--- src/hw/rtl/lcfp_pkg.sv ---
// Package for the length/checksum frame parser.
// Holds register reset values, frame constants, status codes and the result word type.
// No dependencies.
`default_nettype none

package lcfp_pkg;

    localparam int unsigned BYTE_W = 8;
    localparam int unsigned LEN_W  = 16;
    localparam int unsigned STAT_W = 2;

    // Register map of the configuration port
    localparam logic CFG_START_BYTE = 1'b0;
    localparam logic CFG_END_BYTE   = 1'b1;

    localparam logic [BYTE_W-1:0] START_BYTE_RST = 8'h5A;
    localparam logic [BYTE_W-1:0] END_BYTE_RST   = 8'h5B;

    localparam logic [LEN_W-1:0] MIN_FRAME_LEN = 16'd8;
    localparam logic [LEN_W-1:0] TRAILER_LEN   = 16'd2;

    localparam logic [STAT_W-1:0] ST_GOOD    = 2'd0;
    localparam logic [STAT_W-1:0] ST_BAD_SUM = 2'd1;
    localparam logic [STAT_W-1:0] ST_BAD_END = 2'd2;

    typedef struct packed {
        logic [BYTE_W-1:0] data_byte;
        logic [LEN_W-1:0]  frame_length;
        logic [BYTE_W-1:0] seq_num;
        logic [BYTE_W-1:0] add_code;
        logic [BYTE_W-1:0] msg_code;
        logic [STAT_W-1:0] status;
        logic              last;
    } t_result;

endpackage

`default_nettype wire

--- src/hw/rtl/length_checksum_frame_parser.sv ---
// Length-prefixed frame parser with 8-bit additive checksum, top level.
// Depends on lcfp_pkg for constants, status codes and the result word type.
//
// Channel   Dir  Handshake                 Payload
// rx        in   i_rx_valid / o_rx_ready   i_rx_byte
// result    out  o_res_valid / i_res_ready o_data_byte .. o_last
// cfg       in   i_cfg_we (no wait)        i_cfg_idx, i_cfg_data
//
// One word per cycle while o_rx_ready is high: each byte is parsed in the cycle it is
// accepted; a result goes to the output register, or to the skid entry if it stays full.
// An output register plus one skid entry decouple the sides; o_rx_ready depends only
// on the skid entry, so input keeps flowing while one result waits.
// Synchronous active-low reset: parser hunts for the start byte, registers take
// their default values, no results pending.
`default_nettype none

module length_checksum_frame_parser
    import lcfp_pkg::*;
(
    input  wire logic              i_clk,
    input  wire logic              i_rst_n,
    // configuration
    input  wire logic              i_cfg_we,
    input  wire logic              i_cfg_idx,
    input  wire logic [BYTE_W-1:0] i_cfg_data,
    // byte stream in
    input  wire logic              i_rx_valid,
    output logic                   o_rx_ready,
    input  wire logic [BYTE_W-1:0] i_rx_byte,
    // results out
    output logic                   o_res_valid,
    input  wire logic              i_res_ready,
    output logic [BYTE_W-1:0]      o_data_byte,
    output logic [LEN_W-1:0]       o_frame_length,
    output logic [BYTE_W-1:0]      o_seq_num,
    output logic [BYTE_W-1:0]      o_add_code,
    output logic [BYTE_W-1:0]      o_msg_code,
    output logic [STAT_W-1:0]      o_status,
    output logic                   o_last
);

    typedef enum logic [3:0] {
        PH_HUNT,
        PH_LEN_HI,
        PH_LEN_LO,
        PH_SEQ,
        PH_ADD,
        PH_MSG,
        PH_PAYLOAD,
        PH_CHK,
        PH_END
    } t_phase;

    logic [BYTE_W-1:0] r_start_byte;
    logic [BYTE_W-1:0] r_end_byte;

    t_phase            r_phase,       n_phase;
    logic [LEN_W-1:0]  r_length_seen, n_length_seen;
    logic [LEN_W-1:0]  r_bytes_taken, n_bytes_taken;
    logic [BYTE_W-1:0] r_running_sum, n_running_sum;
    logic [BYTE_W-1:0] r_seq_held,    n_seq_held;
    logic [BYTE_W-1:0] r_add_held,    n_add_held;
    logic [BYTE_W-1:0] r_msg_held,    n_msg_held;
    logic              r_sum_matched, n_sum_matched;

    t_result r_out, r_skid, n_res;
    logic    r_out_v, r_skid_v;

    logic             accept;
    logic             pop;
    logic             push;
    logic             has_res;
    logic [LEN_W-1:0] body_end;
    logic [LEN_W-1:0] bytes_inc;
    logic [BYTE_W-1:0] sum_add;

    assign accept    = i_rx_valid && o_rx_ready;
    assign pop       = r_out_v && i_res_ready;
    assign push      = accept && has_res;
    assign body_end  = r_length_seen - TRAILER_LEN;
    assign bytes_inc = r_bytes_taken + LEN_W'(1);
    assign sum_add   = r_running_sum + i_rx_byte;

    // ---------------- byte parser ----------------
    always_comb begin
        n_phase       = r_phase;
        n_length_seen = r_length_seen;
        n_bytes_taken = r_bytes_taken;
        n_running_sum = r_running_sum;
        n_seq_held    = r_seq_held;
        n_add_held    = r_add_held;
        n_msg_held    = r_msg_held;
        n_sum_matched = r_sum_matched;
        has_res       = 1'b0;
        n_res.data_byte    = '0;
        n_res.frame_length = r_length_seen;
        n_res.seq_num      = r_seq_held;
        n_res.add_code     = r_add_held;
        n_res.msg_code     = r_msg_held;
        n_res.status       = ST_GOOD;
        n_res.last         = 1'b0;

        case (r_phase)
            PH_HUNT: begin
                if (i_rx_byte == r_start_byte) begin
                    n_bytes_taken = LEN_W'(1);
                    n_running_sum = '0;
                    n_phase       = PH_LEN_HI;
                end
            end
            PH_LEN_HI: begin
                n_length_seen = {i_rx_byte, {BYTE_W{1'b0}}};
                n_running_sum = sum_add;
                n_bytes_taken = LEN_W'(2);
                n_phase       = PH_LEN_LO;
            end
            PH_LEN_LO: begin
                n_length_seen = {r_length_seen[LEN_W-1:BYTE_W], i_rx_byte};
                n_running_sum = sum_add;
                n_bytes_taken = LEN_W'(3);
                // too short to hold header and trailer: drop it and hunt again
                n_phase = ({r_length_seen[LEN_W-1:BYTE_W], i_rx_byte} < MIN_FRAME_LEN)
                          ? PH_HUNT : PH_SEQ;
            end
            PH_SEQ: begin
                n_seq_held    = i_rx_byte;
                n_running_sum = sum_add;
                n_bytes_taken = LEN_W'(4);
                n_phase       = PH_ADD;
            end
            PH_ADD: begin
                n_add_held    = i_rx_byte;
                n_running_sum = sum_add;
                n_bytes_taken = LEN_W'(5);
                n_phase       = PH_MSG;
            end
            PH_MSG: begin
                n_msg_held    = i_rx_byte;
                n_running_sum = sum_add;
                n_bytes_taken = LEN_W'(6);
                n_phase       = (LEN_W'(6) < body_end) ? PH_PAYLOAD : PH_CHK;
            end
            PH_PAYLOAD: begin
                n_running_sum   = sum_add;
                n_bytes_taken   = bytes_inc;
                n_phase         = (bytes_inc < body_end) ? PH_PAYLOAD : PH_CHK;
                has_res         = 1'b1;
                n_res.data_byte = i_rx_byte;
            end
            PH_CHK: begin
                n_sum_matched = (i_rx_byte == r_running_sum);
                n_phase       = PH_END;
            end
            PH_END: begin
                // checksum failure wins over a bad end byte
                if (!r_sum_matched) begin
                    n_res.status = ST_BAD_SUM;
                end else if (i_rx_byte != r_end_byte) begin
                    n_res.status = ST_BAD_END;
                end
                n_res.last = 1'b1;
                has_res    = 1'b1;
                n_phase    = PH_HUNT;
            end
            default: begin
                n_phase = PH_HUNT;
            end
        endcase
    end

    always_ff @(posedge i_clk) begin
        if (!i_rst_n) begin
            r_start_byte  <= START_BYTE_RST;
            r_end_byte    <= END_BYTE_RST;
            r_phase       <= PH_HUNT;
            r_length_seen <= '0;
            r_bytes_taken <= '0;
            r_running_sum <= '0;
            r_seq_held    <= '0;
            r_add_held    <= '0;
            r_msg_held    <= '0;
            r_sum_matched <= 1'b0;
        end else begin
            if (i_cfg_we) begin
                case (i_cfg_idx)
                    CFG_START_BYTE: r_start_byte <= i_cfg_data;
                    CFG_END_BYTE:   r_end_byte   <= i_cfg_data;
                    default: ;
                endcase
            end
            if (accept) begin
                r_phase       <= n_phase;
                r_length_seen <= n_length_seen;
                r_bytes_taken <= n_bytes_taken;
                r_running_sum <= n_running_sum;
                r_seq_held    <= n_seq_held;
                r_add_held    <= n_add_held;
                r_msg_held    <= n_msg_held;
                r_sum_matched <= n_sum_matched;
            end
        end
    end

    // ---------------- output register + skid entry ----------------
    assign o_rx_ready = !r_skid_v;

    always_ff @(posedge i_clk) begin
        if (!i_rst_n) begin
            r_out_v  <= 1'b0;
            r_skid_v <= 1'b0;
        end else if (r_skid_v) begin
            if (pop) begin
                r_out_v  <= 1'b1;
                r_skid_v <= 1'b0;
            end
        end else if (push) begin
            if (!r_out_v || pop) begin
                r_out_v <= 1'b1;
            end else begin
                r_skid_v <= 1'b1;
            end
        end else if (pop) begin
            r_out_v <= 1'b0;
        end
    end

    always_ff @(posedge i_clk) begin
        if (r_skid_v) begin
            if (pop) begin
                r_out <= r_skid;
            end
        end else if (push) begin
            if (!r_out_v || pop) begin
                r_out <= n_res;
            end else begin
                r_skid <= n_res;
            end
        end
    end

    assign o_res_valid    = r_out_v;
    assign o_data_byte    = r_out.data_byte;
    assign o_frame_length = r_out.frame_length;
    assign o_seq_num      = r_out.seq_num;
    assign o_add_code     = r_out.add_code;
    assign o_msg_code     = r_out.msg_code;
    assign o_status       = r_out.status;
    assign o_last         = r_out.last;

    // ---------------- assertions ----------------
    a_skid_needs_out: assert property (@(posedge i_clk) disable iff (!i_rst_n)
        r_skid_v |-> r_out_v)
        else $error("skid entry holds a word while the output register is empty");

    a_end_gives_result: assert property (@(posedge i_clk) disable iff (!i_rst_n)
        (accept && r_phase == PH_END) |=> (r_out_v && (r_skid_v || r_out.last)))
        else $error("frame end byte did not produce a frame-end word");

    a_payload_after_header: assert property (@(posedge i_clk) disable iff (!i_rst_n)
        (r_phase == PH_PAYLOAD) |-> (r_bytes_taken >= LEN_W'(6)
                                     && r_bytes_taken < body_end))
        else $error("payload phase entered outside the frame body");

    a_payload_status: assert property (@(posedge i_clk) disable iff (!i_rst_n)
        (r_out_v && !r_out.last) |-> (r_out.status == ST_GOOD))
        else $error("payload word carries a nonzero status");

    a_end_data_zero: assert property (@(posedge i_clk) disable iff (!i_rst_n)
        (r_out_v && r_out.last) |-> (r_out.data_byte == '0
                                     && r_out.frame_length >= MIN_FRAME_LEN))
        else $error("frame-end word has data or a short length");

endmodule

`default_nettype wire

--- config.mk ---
export PLATFORM = sky130hd
export DESIGN_NAME = length_checksum_frame_parser
export DESIGN_NICKNAME = d
export VERILOG_FILES = /design/src/hw/rtl/lcfp_pkg.sv /design/src/hw/rtl/length_checksum_frame_parser.sv
export SDC_FILE = /design/constraint.sdc
export NUM_CORES = 1
export LEC_CHECK = 0
export BUFFER_PORTS_ARGS = -buffer_cell sky130_fd_sc_hd__buf_2
export CORE_MARGIN = 2
export CORE_UTILIZATION = 64
export DETAILED_ROUTE_END_ITERATION = 6
export PLACE_DENSITY = 0.85
export REMOVE_ABC_BUFFERS = 1
export SLEW_MARGIN = 25
export SYNTH_ARGS = -nofsm -noshare
export SYNTH_HDL_FRONTEND = slang
export SYNTH_SLANG_ARGS = --single-unit
--- constraint.sdc ---
create_clock -name i_clk -period 12.8 [get_ports i_clk]
set_clock_uncertainty 0.1 [all_clocks]
set_input_delay 1.92 -clock i_clk [delete_from_list [all_inputs] [get_ports i_clk]]
set_output_delay 1.92 -clock i_clk [all_outputs]
set_load 0.02 [all_outputs]
Yosys cells after proc, flatten, opt, wreduce, memory -nomap -nowiden
Index checks and enable logic that the tools add are counted.

word-level totals
  register bits after elaboration = 189
  bits of input ports = 22
  output and inout port bits = 53

operators by class
  add/subtract/negate cells = 3
  magnitude comparators = 3
  equal/unequal tests = 14
  multiplexer cells = 28
  bitwise logic cells = 4
  reduce and logical (&&, ||, !) cells = 29

operator list
  operator                                                                count
  51-bit two-way mux                                                      4
  16-bit case mux with 7 select lines                                     1
  16-bit case mux with 2 select lines                                     1
  4-bit case mux with 8 select lines                                      1
  3-bit AND reduction                                                     6
  16-bit by 1-bit adder with 16-bit output (second input constant)        1
  4-bit by 3-bit == test with 1-bit output (second input constant)        4
  8-bit == test                                                           2
  16-bit < comparator                                                     1
  16-bit by 4-bit < comparator with 1-bit output (second input constant)  1
  3-bit by 16-bit < comparator with 1-bit output (first input constant)   1
  16-bit two-way mux                                                      1
  8-bit two-way mux                                                       2
  8-bit case mux with 2 select lines                                      1
  2-bit AND reduction                                                     8
  16-bit by 2-bit subtractor with 16-bit output (second input constant)   1
  1-bit two-way mux                                                       12
  2-bit nonzero test                                                      5
  8-bit adder                                                             1
  4-bit by 2-bit == test with 1-bit output (second input constant)        2
  8-bit inequality test                                                   1
  7-bit nonzero test                                                      1
  2-bit two-way mux                                                       3
  6-bit OR reduction                                                      1
  other kinds (13)                                                        19

Longest topological paths before layout
  depth after elaboration = 7
  mapped depth = 14
  mapped depth without buffers = 12

Worst setup path before layout
OpenSTA, ideal clock, no wires.

  path type = input port to flip-flop
  start = input port i_rx_valid
  end = register r_out, in the netlist o_add_code[0], enable pin
  setup time = 0.476 ns
  arrival time = 4.736 ns
  required time = 12.224 ns
  slack = 7.487 ns
  stages on the path = 3
  buffers on the path = 0
  cell sequence = nor2b_1 > o21ai_0 > a21oi_1

between the ends
  longest elaborated chain between the ends = 4

ends and longest elaborated chain
  item                                  RTL line                             text
  from (decl)                           length_checksum_frame_parser.sv:27   input wire logic i_rx_valid,
  1-bit logical AND                     length_checksum_frame_parser.sv:77   assign accept = i_rx_valid && o_rx_ready;
  1-bit logical AND                     length_checksum_frame_parser.sv:79   assign push = accept && has_res;
  2-bit nonzero test (no source line)   n/a
  3-bit AND reduction (no source line)  n/a
  to (signal assigned)                  length_checksum_frame_parser.sv:230  r_out <= r_skid;
  to (signal assigned)                  length_checksum_frame_parser.sv:234  r_out <= n_res;
  to (decl)                             length_checksum_frame_parser.sv:66   t_result r_out, r_skid, n_res;

No other way between the ends.
A chain may end at the register's enable or synchronous reset.

Final worst setup path
  start = register r_skid_v
  end = output port o_rx_ready

between the ends
  longest elaborated chain between the ends = 1

ends and longest elaborated chain
  item                    RTL line                             text
  from (decl)             length_checksum_frame_parser.sv:67   logic r_out_v, r_skid_v;
  from (signal assigned)  length_checksum_frame_parser.sv:210  r_skid_v <= 1'b0;
  from (signal assigned)  length_checksum_frame_parser.sv:214  r_skid_v <= 1'b0;
  from (signal assigned)  length_checksum_frame_parser.sv:220  r_skid_v <= 1'b1;
  1-bit logical NOT       length_checksum_frame_parser.sv:205  assign o_rx_ready = !r_skid_v;
  to (decl)               length_checksum_frame_parser.sv:28   output logic o_rx_ready,

No other way between the ends.

==> impl_table.tex <==
\begin{tabular}{lr}
\hline
Metric & Value \\
\hline
\multicolumn{2}{l}{\textbf{Timing}} \\
\quad Ratio of final minimum period to clock period & 0.3124 \\
\quad Final worst path period need & 3998 ps \\
\quad \# setup viols final & 0 \\
\quad Count of final max-slew check failures & 0 \\
\quad Worst Max-Slew Pin Slew & 912.1 ps \\
\quad Total negative setup slack & 0 ps \\
\quad Number of hold violations in the final report & 0 \\
\quad Worst slew margin relative to its limit & 0.3919 \\
\quad Fmax & 0.2501 GHz \\
\quad RSZ-0062 raised after global routing & no \\
\quad Post-route worst setup slack & 8802 ps \\
\multicolumn{2}{l}{\textbf{Final layout}} \\
\quad Post-route non-filler standard cell count & 1006 \\
\quad Top library cells by usage in the layout, fill and taps aside & 102 x edfxtp\_1, 86 x dfxtp\_1, 83 x nand2\_1 \\
\quad Register area & 0.004806 mm2 \\
\quad Multi-input combinational cell area & 0.003716 mm2 \\
\quad Filler Cells Inserted & 873 \\
\quad Most common cell after layout, fill and taps aside & edfxtp\_1 \\
\quad Diode insertion count for antenna repair & 0 \\
\quad Number of nets in the final layout & 864 \\
\quad Layout overhead on the synthesized area & 11.82\% \\
\quad Fraction of layout instances using a drive strength above 1 & 0.2000 \\
\quad Final Util & 0.7355 \\
\multicolumn{2}{l}{\textbf{Power}} \\
\quad Cell Int Power & 962.2 uW \\
\quad Part of the power in combinational logic & 0.029 \\
\quad Power share of the sequential group & 0.526 \\
\quad Part of the total power dissipated in the clock network & 0.445 \\
\quad Switching Share & 0.2080 \\
\quad Leakage & 0.003983 uW \\
\quad Switching power summed over all nets & 252.7 uW \\
\quad Peak VDD IR & 0.08431 mV \\
\quad Areal power density over the cells & 124.2 mW/mm2 \\
\quad Total power of the final layout & 1215 uW \\
\multicolumn{2}{l}{\textbf{Clock tree}} \\
\quad Sink Count & 189 \\
\quad Clock slew at the register clock pins of the worst setup and hold paths & 70 ps \\
\quad Clk buf depth & 2 \\
\quad Clock Latency Late Sink & 440 ps \\
\quad Post-CTS Hold Fix Bufs & 0 \\
\quad Post-CTS Setup Repair Bufs & 0 \\
\quad Number of buffers added by the clock tree synthesis step & 17 \\
\quad CTS Root Cell & clkbuf\_16 \\
\quad Number of H-tree branching levels & 4 \\
\quad Clock tree from TritonCTS & yes \\
\quad Post\_cts resized & 0 \\
\multicolumn{2}{l}{\textbf{Global routing}} \\
\quad Initial antenna violation count & 0 \\
\quad All-layer global routing usage & 0.2654 \\
\quad Residual overflow from global routing & 0 \\
\quad Via count of the first global-routing pass & 5954 \\
\quad Wire length of the first global-routing pass & 29.96 mm \\
\quad Maximum number of pins on one net before global-route repair & 103 \\
\multicolumn{2}{l}{\textbf{Synthesis}} \\
\quad Library cell with the largest summed area after synthesis & edfxtp\_1 \\
\quad Post-synthesis cell count & 768 \\
\quad Post-synth top area share & 0.3503 \\
\quad Average footprint of a synthesized cell & 11.39 um2 \\
\quad Synth area leaders & edfxtp\_1 35\%, dfxtp\_1 20\%, mux2\_2 6.1\%, nand2\_1 3.6\%, ha\_1 3.4\% \\
\quad Number of enable flip-flop cells after synthesis & 102 \\
\quad Synthesis warning total & 0 \\
\quad Seq cells post-synth & 189 \\
\quad Fraction of the yosys area taken by sequential cells & 0.5494 \\
\quad Synthesized area & 0.008745 mm2 \\
\quad Flip-flop cell with the highest count after synthesis & edfxtp\_1 \\
\quad Async set-reset flop share out of synthesis & 0 \\
\quad Count of unique library cells instantiated by Yosys & 64 \\
\multicolumn{2}{l}{\textbf{Detailed routing}} \\
\quad Final wirelength & 18.70 mm \\
\quad Total via count after detailed routing & 6144 \\
\quad Starting DRC count in detailed routing & 471 \\
\quad Post-detailed-route via-to-cell ratio & 6.107 \\
\quad Detailed-routing iteration count for the pre-antenna-repair pass & 5 \\
\quad Antenna Nets Post-Route & 0 \\
\quad DR WL/cell & 18.59 um \\
\quad Number of design rule violations left after detail routing & 0 \\
\multicolumn{2}{l}{\textbf{Placement}} \\
\quad HPWL after detailed placement & 12.25 mm \\
\quad Pre-CTS setup slack & 8429 ps \\
\quad Number of input and output port buffers inserted & 74 \\
\quad Placer congestion estimate & 0.8923 \\
\quad Number of placed cells counting well taps & 974 \\
\multicolumn{2}{l}{\textbf{Worst setup path}} \\
\quad Endpoint type of the worst setup path & output port \\
\quad WP data arrival & 1980 ps \\
\quad Largest driver fanout on the critical path & 50 \\
\quad Worst R2R Setup Slack & 9230 ps \\
\quad Critical path class & flip-flop to output port \\
\quad Kind of start point of the critical path & flip-flop \\
\quad Worst r2r path cells & 10 \\
\quad Crit Reg-Reg Endpoint & r\_phase[0] \\
\quad Required time of the critical path & 10780 ps \\
\quad Startpoint of the worst-slack reg-to-reg timing path & r\_length\_seen[3] \\
\multicolumn{2}{l}{\textbf{Floorplanning}} \\
\quad Vertical extent of the die & 120.9 um \\
\quad IO Count & 75 \\
\quad Area of the die & 0.01461 mm2 \\
\quad Initial standard-cell utilization of the core & 0.6577 \\
\quad Num rows & 42 \\
\quad Horizontal die dimension & 120.9 um \\
\quad Area of the core region & 0.01330 mm2 \\
\multicolumn{2}{l}{\textbf{Flow run}} \\
\quad Total of max-cap violations & 0 \\
\multicolumn{2}{l}{\textbf{Hold path}} \\
\quad Worst hold path class & flip-flop to flip-flop \\
\quad Worst-case hold path end point & r\_skid[4] \\
\quad Min-Delay Path Depth & 0 \\
\quad Worst hold start & r\_msg\_held[1] \\
\multicolumn{2}{l}{\textbf{Status}} \\
\quad Status & finished, final reports clean \\
\hline
\end{tabular}
-- worst max-delay path by stage --
stage / slack (ps) / end / from
finish: 8800 / o_rx_ready / r_skid_v
global route: 8690 / r_running_sum[7] / i_rx_byte[7]
CTS: 8810 / o_rx_ready / r_skid_v
detailed placement: 8430 / r_running_sum[7] / i_rx_byte[1]
global placement: 8460 / r_running_sum[7] / i_rx_byte[1]
floorplan: 7460 / o_add_code[0] / i_rx_valid
-- power groups by stage --
stage                     Clock [uW]  Sequential (uW)  Combinational, uW
after floorplan                    0              652               17.7
after global placement             0              652               33.2
after detailed placement           0              653               34.7
after global routing             566              639               38.6
after CTS                        541              639               35.2
final                            540              639               35.5
-- flip-flops by register name, summed over array words and instances, names as in the netlist, 2 cells and up --
register / cells
r_msg_held: 8
o_status: 2
o_data_byte: 8
r_bytes_taken: 16
o_add_code: 8
r_add_held: 8
o_msg_code: 8
o_frame_length: 16
o_seq_num: 8
r_phase: 4
r_seq_held: 8
r_length_seen: 16
r_running_sum: 8
r_end_byte: 8
r_skid: 51
r_start_byte: 8
-- logic make-up (layout without fill, tap and decap cells) --
family | count (synthesis) | after routing | synth area share
multiplexers | 71 | 71 | 0.08800
flip-flops | 189 | 189 | 0.5494
buffers and inverters | 58 | 120 | 0.02719
adder cells (fa/ha/maj) | 25 | 25 | 0.03663
XOR/XNOR | 48 | 48 | 0.04808
AO/OA/AOI/OAI | 114 | 114 | 0.08943
AND/OR/NAND/NOR | 263 | 263 | 0.1613
-- stage by stage --
step / instance area, um2 / hold WS [ps]
6_report: 9778 / 359.7
5_1_grt: 9778 / 375.3
4_1_cts: 9778 / 360.4
3_5_place_dp: 9180 / 343.8
3_3_place_gp: 9179 / 340.0
2_1_floorplan: 8544 / 326.0
-- cell type report --
type / instances / share of cell area
Tap cell: 176 / 0.02252
Clock inverter: 9 / 0.01536
Clock buffer: 23 / 0.04581
Inverter: 10 / 0.003839
Timing Repair Buffer: 78 / 0.04095
Sequential cell: 189 / 0.4915
Multi-Input combinational cell: 521 / 0.3800
-- per-layer routing --
layer,share of wire,vias up,global-route usage
li1,-,2885,-
met1,0.44,2951,0.3626
met2,0.48,262,0.4196
met3,0.059,46,0.04934
met4,0.026,0,0.1090
met5,0,-,0
-- synthesized netlist by cell type, drive strengths merged (7+ instances only) --
| cell | count |
|---|---|
| nand4 | 8 |
| buf | 14 |
| o21ai | 19 |
| dfxtp | 87 |
| xnor2 | 31 |
| a21oi | 21 |
| and3 | 9 |
| ha | 24 |
| mux2 | 47 |
| a22oi | 8 |
| o22ai | 10 |
| and2 | 14 |
| nand3 | 31 |
| nor2b | 37 |
| edfxtp | 102 |
| mux2i | 24 |
| nor2 | 29 |
| a32o | 8 |
| a21boi | 22 |
| nor4 | 7 |
| xor2 | 17 |
| nor3 | 10 |
| inv | 10 |
| clkbuf | 34 |
| nand2 | 83 |
-- worst max-delay path: stages (launching register included) --
cell	delay (ps)
dfxtp_2	310
buf_4	500
inv_1	430
buf_2	280
(Power assumes the default switching activity.)
